`src/rtl/core/pcbp_pkg.sv`:
```
`default_nettype none
// ----------------------------------------------------------------------------
// pcbp_pkg
// Shared types, constants and the control store of the prefix code packer.
// ----------------------------------------------------------------------------
package pcbp_pkg;

    localparam int MAX_CODE_LEN_DEF = 32;
    localparam int SYMBOL_COUNT_DEF = 256;

    localparam int SYM_W   = 8;
    localparam int CODE_W  = 32;
    localparam int LEN_IN_W = 6;
    localparam int ACC_W   = SYM_W + CODE_W;

    localparam logic FUNC_WRITE  = 1'b0;
    localparam logic FUNC_ENCODE = 1'b1;

    // sequencer steps
    localparam int STEP_W = 2;
    localparam logic [STEP_W-1:0] ST_IDLE   = 2'd0;
    localparam logic [STEP_W-1:0] ST_LOAD   = 2'd1;
    localparam logic [STEP_W-1:0] ST_EMIT   = 2'd2;
    localparam logic [STEP_W-1:0] ST_FINISH = 2'd3;

    // datapath operations
    localparam logic [1:0] OP_NONE   = 2'd0;
    localparam logic [1:0] OP_LOAD   = 2'd1;
    localparam logic [1:0] OP_EMIT   = 2'd2;
    localparam logic [1:0] OP_FINISH = 2'd3;

    // jump conditions
    localparam logic [1:0] COND_ALWAYS  = 2'd0;
    localparam logic [1:0] COND_NO_ENC  = 2'd1;
    localparam logic [1:0] COND_FULL    = 2'd2;
    localparam logic [1:0] COND_NEVER   = 2'd3;

    typedef struct packed {
        logic              accept;
        logic [1:0]        op;
        logic [1:0]        cond;
        logic [STEP_W-1:0] target;
    } uword_t;

    typedef struct packed {
        logic       take;
        logic [1:0] op;
    } ctrl_t;

    typedef struct packed {
        logic full;
        logic stall;
    } status_t;

    // control store: jump to target when the condition holds, else fall through
    function automatic uword_t ucode(input logic [STEP_W-1:0] step);
        uword_t w;
        unique case (step)
            ST_IDLE:   w = '{accept: 1'b1, op: OP_NONE,   cond: COND_NO_ENC, target: ST_IDLE};
            ST_LOAD:   w = '{accept: 1'b0, op: OP_LOAD,   cond: COND_NEVER,  target: ST_IDLE};
            ST_EMIT:   w = '{accept: 1'b0, op: OP_EMIT,   cond: COND_FULL,   target: ST_EMIT};
            ST_FINISH: w = '{accept: 1'b0, op: OP_FINISH, cond: COND_ALWAYS, target: ST_IDLE};
            default:   w = '{accept: 1'b0, op: OP_NONE,   cond: COND_ALWAYS, target: ST_IDLE};
        endcase
        return w;
    endfunction

endpackage
`default_nettype wire

```
`src/rtl/core/pcbp_sequencer.sv`:
```
`default_nettype none
// ----------------------------------------------------------------------------
// pcbp_sequencer
// Step counter over the control store, with conditional jumps.
// ----------------------------------------------------------------------------
module pcbp_sequencer (
    input  wire logic             aclk,
    input  wire logic             aresetn,
    input  wire logic             in_valid,
    input  wire logic             in_encode,
    input  wire pcbp_pkg::status_t status,
    output logic                  in_ready,
    output pcbp_pkg::ctrl_t       ctrl
);

    logic [pcbp_pkg::STEP_W-1:0] step_reg;
    logic [pcbp_pkg::STEP_W-1:0] step_next;
    pcbp_pkg::uword_t            uw;
    logic                        jump;

    assign uw       = pcbp_pkg::ucode(step_reg);
    assign in_ready = uw.accept;
    assign ctrl     = '{take: uw.accept && in_valid, op: uw.op};

    always_comb begin
        unique case (uw.cond)
            pcbp_pkg::COND_ALWAYS: jump = 1'b1;
            pcbp_pkg::COND_NO_ENC: jump = !(in_valid && in_encode);
            pcbp_pkg::COND_FULL:   jump = status.full;
            pcbp_pkg::COND_NEVER:  jump = 1'b0;
            default:               jump = 1'b0;
        endcase
    end

    always_comb begin
        priority if (status.stall) begin
            step_next = step_reg;
        end else if (jump) begin
            step_next = uw.target;
        end else begin
            step_next = step_reg + 1'b1;
        end
    end

    always_ff @(posedge aclk) begin
        if (!aresetn) begin
            step_reg <= pcbp_pkg::ST_IDLE;
        end else begin
            step_reg <= step_next;
        end
    end

endmodule
`default_nettype wire

```
`config.mk`:
```
export PLATFORM = sky130hd
export DESIGN_NAME = pcbp_sequencer
export DESIGN_NICKNAME = d
export VERILOG_FILES = /design/src/rtl/core/pcbp_pkg.sv /design/src/rtl/core/pcbp_sequencer.sv
export SDC_FILE = /design/constraint.sdc
export NUM_CORES = 1
export LEC_CHECK = 0
export BUFFER_PORTS_ARGS = -buffer_cell sky130_fd_sc_hd__buf_4
export CAP_MARGIN = 15
export CORE_AREA = 8 8 45 47
export DETAILED_ROUTE_END_ITERATION = 12
export DIE_AREA = 0 0 53 55
export PLACE_DENSITY = 0.44
export SETUP_SLACK_MARGIN = 0.3
export SYNTH_ARGS = -nofsm -noshare
export SYNTH_HDL_FRONTEND = slang
export SYNTH_SLANG_ARGS = --single-unit
```
`constraint.sdc`:
```
create_clock -name aclk -period 3.05 [get_ports aclk]
set_input_delay 0 -clock aclk [delete_from_list [all_inputs] [get_ports aclk]]
set_output_delay 0 -clock aclk [all_outputs]
set_load 0.01 [all_outputs]
```
==> impl_metrics.py <==
metrics = {
    "floorplan": {
        "initial_utilization": 0.136,
        "dieArea_sq_um": 2920,
        "die_x_um": 53,
        "num_io_pins": 10,
        "core_sq_um": 1380,
        "fp-row-count": 14,
        "die_y_um": 55,
    },
    "clock_network": {
        "clock_path_buffers": 2,
        "ctsHoldBuffers": 0,
        "cts_buffers": 3,
        "clock_latency_ps": 220,
        "clockRootBuffer": "clkbuf_4",
        "htree_num_levels": 1,
        "cts.sinks": 2,
        "post_cts_buffers": 0,
        "clk_pin_slew_ps": 30,
        "cts_tree": "yes",
        "post_cts_resized": 0,
    },
    "finish": {
        "antenna_cells": 0,
        "ff_latch_area_sq_um": 40.0,
        "n_fill_cell": 160,
        "fin_area_sq_um": 298,
        "final_net_count": 45,
        "largest_reg_flops": 2,
        "multi_input_area_sq_um": 140,
        "syn_to_final_growth_pct": 58.7,
        "post-route-util": 0.215,
        "drive_above_1_share": 0.438,
    },
    "synth": {
        "synth_area_sq_um": 188,
        "synth_nets": 31,
        "syn_area_per_cell_sq_um": 9.38,
        "yosysWarnings": 0,
        "synth_cell_types": 13,
        "ys_seq_area_frac": 0.213,
        "syn_inst": 20,
        "synth-seq-cells": 2,
    },
    "hold_path": {
        "min_to": "step_reg[1]",
        "worstHoldPathCells": 2,
        "min_path_type": "input port to flop",
        "hp-start": "aresetn",
    },
    "placement": {
        "place_hpwl_um": 413,
        "place.gp.congestion": 0.665,
        "io_buffers": 9,
        "dpl-instance-area_sq_um": 275,
    },
    "timing": {
        "fin_hold_ws_ps": 13.8,
        "min_period_ps": 1350,
        "fmax_mhz": 742,
        "worst_pin_slew_ps": 190,
        "fin_setup_tns_ps": 0,
        "setup_viol": 0,
        "rsz0062_at_grt": "false",
        "hold_viol_final": 0,
        "fin_crit_sh": 0.442,
        "drv_slew": 0,
        "max_slew_margin": 0.873,
        "clock_skew_ps": 3.18,
    },
    "setup_path": {
        "r2r_end": "step_reg[0]",
        "endpoint_kind": "output pin",
        "reg2reg_from": "step_reg[0]",
        "cp-start-kind": "flop",
        "r2r_slack_ps": 1740,
        "r2r_cells": 3,
        "required_ps": 3050,
        "worst-setup-path-type": "flop to output pin",
        "critPathArrivalTime_ps": 1350,
        "crit_fanout": 5,
    },
    "global_routing": {
        "grt_pass1_wl_um": 772,
        "grt_overflow": 0,
        "grt_max_degree": 6,
        "grt_pass1_vias": 178,
        "antenna_found_initial": 0,
        "grtUsageTotal": 0.0415,
    },
    "power": {
        "leakagePower_nw": 0.145,
        "pwr-share-seq": 0.260,
        "combPwrFrac": 0.245,
        "p_clk_frac": 0.494,
        "power.switching_w": 0.0000293,
        "ir_drop_mv": 0.165,
        "p_int_w": 0.0000877,
        "power.share.switching": 0.251,
        "power.density_nw_per_um2": 393,
    },
    "routing": {
        "firstDrtPassIters": 1,
        "antenna_left": 0,
        "wirelength_um": 491,
        "drt-initial-drc-count": 0,
        "remaining_drc_errors": 0,
        "wl_per_cell_um": 10.2,
        "num_vias": 177,
        "drt-vias-per-instance": 3.69,
    },
    "run_status": {
        "status": "completed",
    },
    "run": {
        "cap_viol_max_count": 0,
    },
}
-- power by group through the flow --
stage / clock network, W / logic, W / registers, W
finish: 0.0000578 / 0.0000287 / 0.0000305
global route: 0.0000659 / 0.0000323 / 0.0000309
CTS: 0.0000615 / 0.0000294 / 0.0000305
detailed placement: 0 / 0.0000293 / 0.0000308
global placement: 0 / 0.0000295 / 0.0000309
floorplan: 0 / 0.0000148 / 0.0000303
-- metrics by stage --
step                total power, W  std cells  worst slack, ps
global route              0.000129         48             1630
detailed placement       0.0000601         45             1750
floorplan                0.0000451         20             1810
global placement         0.0000604         45             1760
CTS                       0.000121         48             1680
finish                    0.000117         48             1700
-- worst max-delay path: stages (launching register included) --
cell and delay (ps):
dfxtp_1 390, inv_1 100, ha_1 210, or2_2 280, buf_4 150
-- metal layers --
layer  vias to the layer above  part of all wire  routed length, um  track usage
met5                         -                 0                  0            0
met4                         0             0.016                  8       0.0259
met3                         2              0.24                117       0.0561
met2                        13              0.29                143       0.0469
met1                        72              0.45                221       0.0379
li1                         90                 -                  -            -
-- final cells by class --
cell class	instances	share of cell area
inverters	2	0.0252
multi-input cells	16	0.471
well taps	16	0.0672
flip-flops and latches	2	0.134
clock buffers	3	0.0756
repair buffers	9	0.227
-- cell usage in the layout, fill, tap and decap left out, drive strengths merged --
| cell | n |
|---|---|
| ha | 5 |
| a21boi | 1 |
| and2 | 2 |
| nor2 | 2 |
| buf | 9 |
| clkbuf | 3 |
| or4b | 1 |
| or2 | 1 |
| mux2i | 1 |
| o31ai | 1 |
| inv | 2 |
| dfxtp | 2 |
| nand3 | 1 |
| nor2b | 1 |
-- cell usage after synthesis (all sizes together) --
library cell	count	area [sq um]
nor2b	1	6.26
nand3	1	5.00
and2	2	12.5
o31ai	1	12.5
or2	1	6.26
inv	2	7.51
mux2i	1	10.0
ha	5	62.6
a21boi	1	7.51
dfxtp	2	40.0
or4b	1	10.0
nor2	2	7.51
-- cells by family after synthesis --
kind of cell | share of synthesized area
compound gates | 0.107
fa+ha+maj | 0.333
buf+inv | 0.0400
flops | 0.213
mux | 0.0533
simple gates | 0.253
-- worst max-delay path by stage --
stage	slack [ps]	start	end	cells past startpoint
after global routing	1630	step_reg[0]	ctrl[1]	4
after detailed placement	1750	step_reg[0]	step_reg[0]	3
after floorplan	1810	step_reg[0]	step_reg[0]	3
final	1700	step_reg[0]	ctrl[1]	4
after CTS	1680	step_reg[0]	ctrl[1]	4
after global placement	1760	step_reg[0]	step_reg[0]	3
Power figures use the tool's default switching activity.
