--- src/rtl/core/pcbp_pkg.sv ---
`default_nettype none
// ----------------------------------------------------------------------------
// pcbp_pkg
// Shared types, constants and the control store of the prefix code packer.
// ----------------------------------------------------------------------------
package pcbp_pkg;

    localparam int MAX_CODE_LEN_DEF = 32;
    localparam int SYMBOL_COUNT_DEF = 256;

    localparam int SYM_W   = 8;
    localparam int CODE_W  = 32;
    localparam int LEN_IN_W = 6;
    localparam int ACC_W   = SYM_W + CODE_W;

    localparam logic FUNC_WRITE  = 1'b0;
    localparam logic FUNC_ENCODE = 1'b1;

    // sequencer steps
    localparam int STEP_W = 2;
    localparam logic [STEP_W-1:0] ST_IDLE   = 2'd0;
    localparam logic [STEP_W-1:0] ST_LOAD   = 2'd1;
    localparam logic [STEP_W-1:0] ST_EMIT   = 2'd2;
    localparam logic [STEP_W-1:0] ST_FINISH = 2'd3;

    // datapath operations
    localparam logic [1:0] OP_NONE   = 2'd0;
    localparam logic [1:0] OP_LOAD   = 2'd1;
    localparam logic [1:0] OP_EMIT   = 2'd2;
    localparam logic [1:0] OP_FINISH = 2'd3;

    // jump conditions
    localparam logic [1:0] COND_ALWAYS  = 2'd0;
    localparam logic [1:0] COND_NO_ENC  = 2'd1;
    localparam logic [1:0] COND_FULL    = 2'd2;
    localparam logic [1:0] COND_NEVER   = 2'd3;

    typedef struct packed {
        logic              accept;
        logic [1:0]        op;
        logic [1:0]        cond;
        logic [STEP_W-1:0] target;
    } uword_t;

    typedef struct packed {
        logic       take;
        logic [1:0] op;
    } ctrl_t;

    typedef struct packed {
        logic full;
        logic stall;
    } status_t;

    // control store: jump to target when the condition holds, else fall through
    function automatic uword_t ucode(input logic [STEP_W-1:0] step);
        uword_t w;
        unique case (step)
            ST_IDLE:   w = '{accept: 1'b1, op: OP_NONE,   cond: COND_NO_ENC, target: ST_IDLE};
            ST_LOAD:   w = '{accept: 1'b0, op: OP_LOAD,   cond: COND_NEVER,  target: ST_IDLE};
            ST_EMIT:   w = '{accept: 1'b0, op: OP_EMIT,   cond: COND_FULL,   target: ST_EMIT};
            ST_FINISH: w = '{accept: 1'b0, op: OP_FINISH, cond: COND_ALWAYS, target: ST_IDLE};
            default:   w = '{accept: 1'b0, op: OP_NONE,   cond: COND_ALWAYS, target: ST_IDLE};
        endcase
        return w;
    endfunction

endpackage
`default_nettype wire

--- src/rtl/core/pcbp_datapath.sv ---
`default_nettype none
// ----------------------------------------------------------------------------
// pcbp_datapath
// Bit accumulator, token state and the output register.
// ----------------------------------------------------------------------------
module pcbp_datapath #(
    parameter int MAX_CODE_LEN = pcbp_pkg::MAX_CODE_LEN_DEF,
    parameter int LEN_W        = $clog2(MAX_CODE_LEN + 1)
) (
    input  wire logic                        aclk,
    input  wire logic                        aresetn,
    input  wire pcbp_pkg::ctrl_t             ctrl,
    input  wire logic                        in_encode,
    input  wire logic                        in_last,
    input  wire logic                        hit,
    input  wire logic [pcbp_pkg::CODE_W-1:0] rd_code,
    input  wire logic [LEN_W-1:0]            rd_len,
    output pcbp_pkg::status_t                status,
    output logic                             out_valid,
    input  wire logic                        out_ready,
    output logic      [7:0]                  out_byte,
    output logic                             out_has,
    output logic                             out_done,
    output logic                             out_miss
);

    localparam int CNT_W = $clog2(MAX_CODE_LEN + 8);
    localparam int ACC_W = pcbp_pkg::ACC_W;

    logic             last_reg,     last_next;
    logic             miss_reg,     miss_next;
    logic             dropping_reg, dropping_next;
    logic [7:0]       pend_reg,     pend_next;
    logic [2:0]       pcnt_reg,     pcnt_next;
    logic [ACC_W-1:0] bits_reg,     bits_next;
    logic [CNT_W-1:0] count_reg,    count_next;
    logic             emitted_reg,  emitted_next;
    logic             ovalid_reg,   ovalid_next;
    logic [7:0]       obyte_reg,    obyte_next;
    logic             ohas_reg,     ohas_next;
    logic             odone_reg,    odone_next;
    logic             omiss_reg,    omiss_next;

    logic out_free;
    logic full;
    logic want_final;
    logic push;

    assign out_free   = !ovalid_reg || out_ready;
    assign full       = (count_reg >= CNT_W'(8));
    assign want_final = last_reg && (dropping_reg || (count_reg != '0) || !emitted_reg);

    always_comb begin
        unique case (ctrl.op)
            pcbp_pkg::OP_EMIT:   push = full;
            pcbp_pkg::OP_FINISH: push = want_final;
            default:             push = 1'b0;
        endcase
    end

    assign status = '{full: full, stall: push && !out_free};

    always_comb begin
        last_next     = last_reg;
        miss_next     = miss_reg;
        dropping_next = dropping_reg;
        pend_next     = pend_reg;
        pcnt_next     = pcnt_reg;
        bits_next     = bits_reg;
        count_next    = count_reg;
        emitted_next  = emitted_reg;
        ovalid_next   = ovalid_reg && !out_ready;
        obyte_next    = obyte_reg;
        ohas_next     = ohas_reg;
        odone_next    = odone_reg;
        omiss_next    = omiss_reg;

        if (ctrl.take && in_encode) begin
            last_next = in_last;
            miss_next = !hit;
        end

        unique case (ctrl.op)
            pcbp_pkg::OP_LOAD: begin
                emitted_next = 1'b0;
                if (dropping_reg || miss_reg) begin
                    dropping_next = 1'b1;
                    pend_next     = '0;
                    pcnt_next     = '0;
                    bits_next     = '0;
                    count_next    = '0;
                end else begin
                    bits_next  = (ACC_W'(rd_code) << pcnt_reg) | ACC_W'(pend_reg);
                    count_next = CNT_W'(pcnt_reg) + CNT_W'(rd_len);
                end
            end
            pcbp_pkg::OP_EMIT: begin
                if (full && out_free) begin
                    ovalid_next  = 1'b1;
                    obyte_next   = bits_reg[7:0];
                    ohas_next    = 1'b1;
                    // last byte of the token when nothing is left over
                    odone_next   = last_reg && (count_reg == CNT_W'(8));
                    omiss_next   = 1'b0;
                    bits_next    = bits_reg >> 8;
                    count_next   = count_reg - CNT_W'(8);
                    emitted_next = 1'b1;
                end
            end
            pcbp_pkg::OP_FINISH: begin
                if (!last_reg) begin
                    pend_next = bits_reg[7:0];
                    pcnt_next = count_reg[2:0];
                end else if (!want_final || out_free) begin
                    if (want_final) begin
                        ovalid_next = 1'b1;
                        odone_next  = 1'b1;
                        priority if (dropping_reg) begin
                            obyte_next = '0;
                            ohas_next  = 1'b0;
                            omiss_next = 1'b1;
                        end else if (count_reg != '0) begin
                            obyte_next = bits_reg[7:0];
                            ohas_next  = 1'b1;
                            omiss_next = 1'b0;
                        end else begin
                            // empty token marker
                            obyte_next = '0;
                            ohas_next  = 1'b0;
                            omiss_next = 1'b0;
                        end
                    end
                    dropping_next = 1'b0;
                    pend_next     = '0;
                    pcnt_next     = '0;
                end
            end
            default: begin
            end
        endcase
    end

    always_ff @(posedge aclk) begin
        if (!aresetn) begin
            dropping_reg <= 1'b0;
            pend_reg     <= '0;
            pcnt_reg     <= '0;
            ovalid_reg   <= 1'b0;
        end else begin
            dropping_reg <= dropping_next;
            pend_reg     <= pend_next;
            pcnt_reg     <= pcnt_next;
            ovalid_reg   <= ovalid_next;
        end
    end

    always_ff @(posedge aclk) begin
        last_reg    <= last_next;
        miss_reg    <= miss_next;
        bits_reg    <= bits_next;
        count_reg   <= count_next;
        emitted_reg <= emitted_next;
        obyte_reg   <= obyte_next;
        ohas_reg    <= ohas_next;
        odone_reg   <= odone_next;
        omiss_reg   <= omiss_next;
    end

    assign out_valid = ovalid_reg;
    assign out_byte  = obyte_reg;
    assign out_has   = ohas_reg;
    assign out_done  = odone_reg;
    assign out_miss  = omiss_reg;

endmodule
`default_nettype wire

--- config.mk ---
export PLATFORM = sky130hd
export DESIGN_NAME = pcbp_datapath
export DESIGN_NICKNAME = d
export VERILOG_FILES = /design/src/rtl/core/pcbp_pkg.sv /design/src/rtl/core/pcbp_datapath.sv
export SDC_FILE = /design/constraint.sdc
export NUM_CORES = 1
export LEC_CHECK = 0
export BUFFER_PORTS_ARGS = -buffer_cell sky130_fd_sc_hd__buf_2
export CORE_MARGIN = 5
export CORE_UTILIZATION = 52
export CTS_CLUSTER_DIAMETER = 80
export DETAILED_ROUTE_END_ITERATION = 12
export PLACE_DENSITY = 0.77
export SETUP_SLACK_MARGIN = 0.05
export SLEW_MARGIN = 5
export SYNTH_ARGS = -nofsm -noshare
export SYNTH_HDL_FRONTEND = slang
export SYNTH_SLANG_ARGS = --single-unit
--- constraint.sdc ---
create_clock -name aclk -period 2.38 [get_ports aclk]
set_input_delay 0.476 -clock aclk [delete_from_list [all_inputs] [get_ports aclk]]
set_output_delay 0.476 -clock aclk [all_outputs]
set_load 0.1 [all_outputs]
==> metrics.csv, run 1 <==
stage,metric,value,unit
global_route,GRT Residual Overflow,0,
route,WL per Instance,16.7,µm
critical_path,Critical path origin,count_reg[0]$_DFFE_PP_,
synthesis,Yosys top cell by area,edfxtp_1,
synthesis,Synth area leaders,"edfxtp_1, mux2i_1, mux2_2",
global_route,initial antenna violation count,0,
route,Final ANT Viol Nets,0,
layout,post-route cell area,4700,µm²
die,core area,7690,µm²
timing,Slew @ Worst Pin,0.787,ns
layout,nets,486,
synthesis,Async SR Flop Fraction,0,
route,routed vias/inst,5.74,
route,DRC,0,
timing,RSZ-0062 raised after global routing,no,
timing,minimum clock period,2.21,ns
global_route,met1 Track Usage GR,0.242,
clock_tree,maximum level of the CTS H-tree,3,
clock_tree,CTS max path bufs,2,
critical_path,worst reg-to-reg path cell count,5,
die,Ports,61,
synthesis,synth warn,0,
die,num rows,32,
global_route,GR peak layer,met2,
placement,Placed Area,4500,µm²
synthesis,Post-synth EDFFs,59,
critical_path,Max stage delay on crit path,0.43,ns
critical_path,crit path launch type,flip-flop,
worst_hold_path,Hold Crit Class,in -> reg,
critical_path,critical path depth in cells,5,
timing,Final Hold Viols,0,
clock_tree,Worst-path clk slew,0.08,ns
global_route,met3 global-route usage,0.0304,
synthesis,synth unique cells,45,
route,via count,3105,
critical_path,Top delay family on crit path,flip-flops,
critical_path,Critical Path Sink Type,primary output,
layout,share of cells above drive strength 1,0.280,
critical_path,worst reg2reg path startpoint,pcnt_reg[0]$_SDFFE_PN0P_,
critical_path,R2R setup slack,0.39,ns
clock_tree,clock latency on the worst-skew pair,0.35,ns
placement,GPL Wtd Cong,0.869,
critical_path,CP Data Required Time,1.90,ns
synthesis,syn_nets,429,
critical_path,CP Buf/Inv Count,1,
critical_path,RR Endpoint,bits_reg[32]$_SDFFCE_PP0P_,
pwr,Power Density,640,nW/µm²
global_route,met2 Track Usage GR,0.327,
run_status,outcome,completed,
flow_run,Max Cap Viol,0,
layout,# diodes,0,
die,initial core utilization,0.530,
critical_path,Worst Path Arrival,1.73,ns
global_route,vias in the first global route,3147,
clock_tree,setup bufs post-CTS,0,
clock_tree,CTS tree,yes,
timing,Worst Skew,0.00649,ns
synthesis,main flop type after synthesis,edfxtp_1,
global_route,first-pass GRT wire length,15100,µm
global_route,gr usage total,0.192,
layout,Area Growth Syn to Fin,15.4,%
clock_tree,CTS sink count,72,
synthesis,most numerous cell in the Yosys netlist,edfxtp_1,
timing,max frequency,453,MHz
die,Die Span X,98.5,µm
critical_path,Worst Setup EP,status[0],
timing,final setup TNS,0,ns
timing,Slew Limit Fails,0,
critical_path,critical path type,reg -> out,
route,initial DRC count,183,
synthesis,Synth Register Bits,72,
layout,max reg flops,39,
die,DIE AREA,9700,µm²
critical_path,crit-path cells,"nor3_2, a31oi_1, o221ai_2, nor2_4, buf_12",
timing,setup ws final,0.173,ns
synthesis,average footprint of a synthesized cell,10.8,µm²
route,drt pass-1 iters,4,
placement,pre-CTS setup slack,0.265,ns
synthesis,sequential fraction of the synthesis area,0.499,
pwr,LEAKAGE,1.72,nW
critical_path,slowest CP cell,edfxtp_1,
clock_tree,Root Buffer,clkbuf_8,
layout,Layout Cells excl Fill,541,
route,total routed wirelength,9040,µm
placement,port bufs,60,
layout,final core area utilization,0.612,
clock_tree,CTS buffer count,9,
synthesis,Synth Instances,377,
global_route,largest net degree at the start of global routing,42,
synthesis,top post-synthesis cells by count,"edfxtp_1, nand2_1, mux2i_1",
clock_tree,cts hold-fix bufs,0,
timing,final setup violation count,0,
synthesis,Yosys top cell area share,0.435,
placement,dpl hpwl,6600,µm
pwr,Power Total,3.01,mW
critical_path,crit-path max FO,4,
timing,Fin Hold WS,0.301,ns
synthesis,synthesized cell area,4070,µm²
timing,Slew HR,0.473,
die,die height,98.5,µm
placement,placed cells,525,
timing,final cycle utilization of the critical path,0.927,
pwr,worst vdd ir,0.274,mV
[power by group]
part | internal, mW | leakage (nW) | switching (mW)
registers | 1.48 | 0.685 | 0.0441
clock network | 0.479 | 0.0920 | 0.462
logic | 0.180 | 0.940 | 0.360
total | 2.14 | 1.72 | 0.866
[final cells by class]
type / instances / area (µm²)
fill: 665 / 2990
sequential: 72 / 2030
multi-input combinational: 264 / 1870
timing repair buffer: 71 / 423
clock buffer: 10 / 128
tap: 102 / 128
clock inverter: 6 / 60.1
inverter: 16 / 60.1
[how the worst min path moves through the flow]
stage | startpoint | endpoint | slack (ns) | cells past startpoint
after floorplan | bits_reg[9]$_DFFE_PP_ | bits_reg[1]$_DFFE_PP_ | 0.48 | 2
after global placement | bits_reg[9]$_DFFE_PP_ | bits_reg[1]$_DFFE_PP_ | 0.51 | 2
after detailed placement | bits_reg[9]$_DFFE_PP_ | bits_reg[1]$_DFFE_PP_ | 0.51 | 2
after CTS | in_last | last_reg$_DFFE_PP_ | 0.29 | 1
after global routing | in_last | last_reg$_DFFE_PP_ | 0.29 | 1
final | in_last | last_reg$_DFFE_PP_ | 0.30 | 1
[cell families (layout without fill, tap and decap cells)]
logic type,after synthesis,in the layout,synth area share
DFF,72,72,0.499
buffers and inverters,41,103,0.0501
muxes,55,55,0.143
xor gates and xnor gates,3,3,0.00645
AOI/OAI and AO/OA,92,92,0.157
and+or+nand+nor,109,109,0.128
adders and majority gates,5,5,0.0172
[timing repair]
item                       CTS  global route
resized for setup            2             1
hold endpoints to repair     0             0
setup endpoints to repair    1             1
[routing by layer]
layer  wire length, µm  share of wire
met1              3870           0.43
met2              4480           0.49
met3               534          0.059
met4               162          0.018
met5                 0              0
[worst register-to-register path: stages (launching register included)]
cell and delay, ns:
dfxtp_1 0.33, buf_4 0.41, clkinv_1 0.39, and3_1 0.28, a211oi_1 0.23, a211oi_1 0.07
[layout by cell type (no fill, tap or decap), types with 3 or more instances in the layout]
| cell | Yosys | routed |
|---|---|---|
| nor2b_1 | 11 | 11 |
| a21oi_1 | 23 | 23 |
| clkinv_2 | 0 | 3 |
| o221ai_1 | 24 | 23 |
| nor2_1 | 17 | 16 |
| buf_2 | 7 | 59 |
| nor3_1 | 5 | 3 |
| ha_1 | 4 | 4 |
| a21o_1 | 3 | 3 |
| buf_4 | 3 | 9 |
| a31oi_1 | 3 | 3 |
| clkbuf_8 | 0 | 9 |
| a211oi_1 | 17 | 17 |
| inv_1 | 13 | 13 |
| o21ai_0 | 8 | 8 |
| dfxtp_1 | 13 | 12 |
| nand2_1 | 57 | 57 |
| edfxtp_1 | 59 | 59 |
| mux2_2 | 25 | 25 |
| mux2i_1 | 30 | 30 |
| buf_12 | 0 | 3 |
| nand2_4 | 3 | 3 |
Power figures use the tool's default switching activity.
==> inputs of run 2 (changes only) <==
--- a/config.mk
+++ b/config.mk
@@ -5,12 +5,14 @@
 export SDC_FILE = /design/constraint.sdc
 export NUM_CORES = 1
 export LEC_CHECK = 0
-export BUFFER_PORTS_ARGS = -buffer_cell sky130_fd_sc_hd__buf_2
+export BUFFER_PORTS_ARGS = -buffer_cell sky130_fd_sc_hd__clkbuf_2
+export CELL_PAD_IN_SITES_DETAIL_PLACEMENT = 1
+export CELL_PAD_IN_SITES_GLOBAL_PLACEMENT = 2
 export CORE_MARGIN = 5
-export CORE_UTILIZATION = 52
+export CORE_UTILIZATION = 33
 export CTS_CLUSTER_DIAMETER = 80
 export DETAILED_ROUTE_END_ITERATION = 12
-export PLACE_DENSITY = 0.77
+export PLACE_DENSITY_LB_ADDON = 0.1
 export SETUP_SLACK_MARGIN = 0.05
 export SLEW_MARGIN = 5
 export SYNTH_ARGS = -nofsm -noshare
==> metrics.csv, run 2 (same netlist as run 1, synthesis figures left out) <==
stage,metric,value,unit
clock_tree,Worst-path clk slew,0.06,ns
layout,filler instances,1363,
placement,port bufs,60,
route,WL per Instance,17.2,µm
clock_tree,cts hold-fix bufs,0,
timing,final cycle utilization of the critical path,0.925,
critical_path,worst reg2reg path startpoint,dropping_reg$_SDFFE_PN0P_,
route,via count,3150,
clock_tree,CTS buffer count,9,
critical_path,crit path launch type,flip-flop,
die,die height,121,µm
pwr,worst vdd ir,0.299,mV
route,total routed wirelength,10500,µm
layout,Layout Cells excl Fill,614,
layout,final core area utilization,0.408,
global_route,first-pass GRT wire length,17200,µm
route,Final ANT Viol Nets,0,
timing,final setup TNS,0,ns
global_route,largest net degree at the start of global routing,28,
worst_hold_path,Hold Crit Class,in -> reg,
global_route,met3 global-route usage,0.0275,
critical_path,CP Data Required Time,1.90,ns
flow_run,Max Cap Viol,0,
run_status,outcome,completed,
global_route,initial antenna violation count,0,
route,DRC,0,
clock_tree,maximum level of the CTS H-tree,3,
pwr,LEAKAGE,1.80,nW
worst_hold_path,worst hold start,in_last,
die,Ports,61,
timing,RSZ-0062 raised after global routing,no,
global_route,met2 Track Usage GR,0.236,
timing,Slew @ Worst Pin,0.946,ns
placement,placed cells,598,
layout,Area Growth Syn to Fin,20.8,%
timing,minimum clock period,2.20,ns
critical_path,Critical Path Sink Type,primary output,
global_route,gr usage total,0.149,
layout,nets,493,
die,DIE AREA,14700,µm²
critical_path,Critical path origin,count_reg[3]$_DFFE_PP_,
layout,share of cells above drive strength 1,0.291,
die,num rows,40,
global_route,vias in the first global route,3251,
clock_tree,Root Buffer,clkbuf_16,
clock_tree,setup bufs post-CTS,0,
clock_tree,CTS-repair resized insts,2,
timing,Slew HR,0.367,
critical_path,Worst Setup EP,status[0],
critical_path,critical path type,reg -> out,
route,drt pass-1 iters,4,
clock_tree,clock latency on the worst-skew pair,0.33,ns
placement,GPL Wtd Cong,0.785,
clock_tree,CTS sink count,72,
clock_tree,CTS tree,yes,
timing,max frequency,454,MHz
global_route,GR peak layer,met2,
critical_path,worst reg-to-reg path cell count,4,
global_route,GRT Residual Overflow,0,
pwr,Power Total,3.36,mW
die,initial core utilization,0.338,
timing,Slew Limit Fails,0,
route,initial DRC count,174,
layout,"commonest non-fill, non-tap cells in the layout","edfxtp_1, clkbuf_2, nand2_1",
clock_tree,CTS max path bufs,2,
critical_path,crit-path max FO,4,
critical_path,RR Endpoint,out_byte[6]$_DFFE_PP_,
die,core area,12100,µm²
route,routed vias/inst,5.13,
placement,dpl hpwl,7940,µm
layout,max reg flops,39,
timing,Final Hold Viols,0,
timing,Worst Skew,0.00648,ns
global_route,met1 Track Usage GR,0.206,
pwr,Power Density,683,nW/µm²
timing,final setup violation count,0,
critical_path,R2R setup slack,0.32,ns
die,Die Span X,121,µm
layout,# diodes,0,
critical_path,Worst Path Arrival,1.73,ns
==> run 2: changes by cell type in the layout (fill, tap and decap cells not counted), sizes merged <==
cell      change
bufinv        -1
clkinv        -2
inv           +1
clkbuf       +59
buf          -52
clkinvlp      +2
==> run 2: final cells by class <==
type | instances | area (µm²) | area share
Multi-Input combinational cell | 264 | 1870 | 0.380
Clock buffer | 10 | 239 | 0.0486
Timing Repair Buffer | 78 | 463 | 0.0941
Inverter | 16 | 60.1 | 0.0122
Tap cell | 168 | 210 | 0.0427
Clock inverter | 6 | 43.8 | 0.00890
Sequential cell | 72 | 2030 | 0.413
==> run 2: through the flow <==
stage / cell area, µm² / hold WS, ns / setup slack [ns]
floorplan: 4090 / 0.484 / 0.128
global placement: 4620 / 0.509 / 0.250
detailed placement: 4620 / 0.519 / 0.151
CTS: 4910 / 0.321 / 0.152
global route: 4920 / 0.318 / 0.0600
finish: 4920 / 0.322 / 0.178
==> run 2: how the worst min path moves through the flow <==
stage / to / slack, ns / depth (start not counted)
after floorplan: bits_reg[1]$_DFFE_PP_ / 0.48 / 2
after global placement: bits_reg[12]$_DFFE_PP_ / 0.51 / 2
after detailed placement: bits_reg[12]$_DFFE_PP_ / 0.52 / 2
after CTS: last_reg$_DFFE_PP_ / 0.32 / 1
after global routing: last_reg$_DFFE_PP_ / 0.32 / 1
final: last_reg$_DFFE_PP_ / 0.32 / 1
==> run 2: report_power, final <==
part	total [mW]	internal (mW)	switching (mW)	leakage (nW)
sequential	1.54	1.49	0.0502	0.685
clock	1.28	0.735	0.540	0.127
combinational	0.552	0.184	0.368	0.987
total	3.36	2.40	0.958	1.80
==> run 2: worst max-delay path, cell delays in order, from the launching register on <==
cell and delay [ns]:
edfxtp_1 0.46, nor3_4 0.25, inv_1 0.12, o221ai_2 0.28, nor2_4 0.04, buf_4 0.23
==> run 2: per-layer routing <==
metal / share of wire / up-vias
li1: - / 1551
met1: 0.50 / 1543
met2: 0.46 / 45
met3: 0.027 / 11
met4: 0.013 / 0
met5: 0 / -
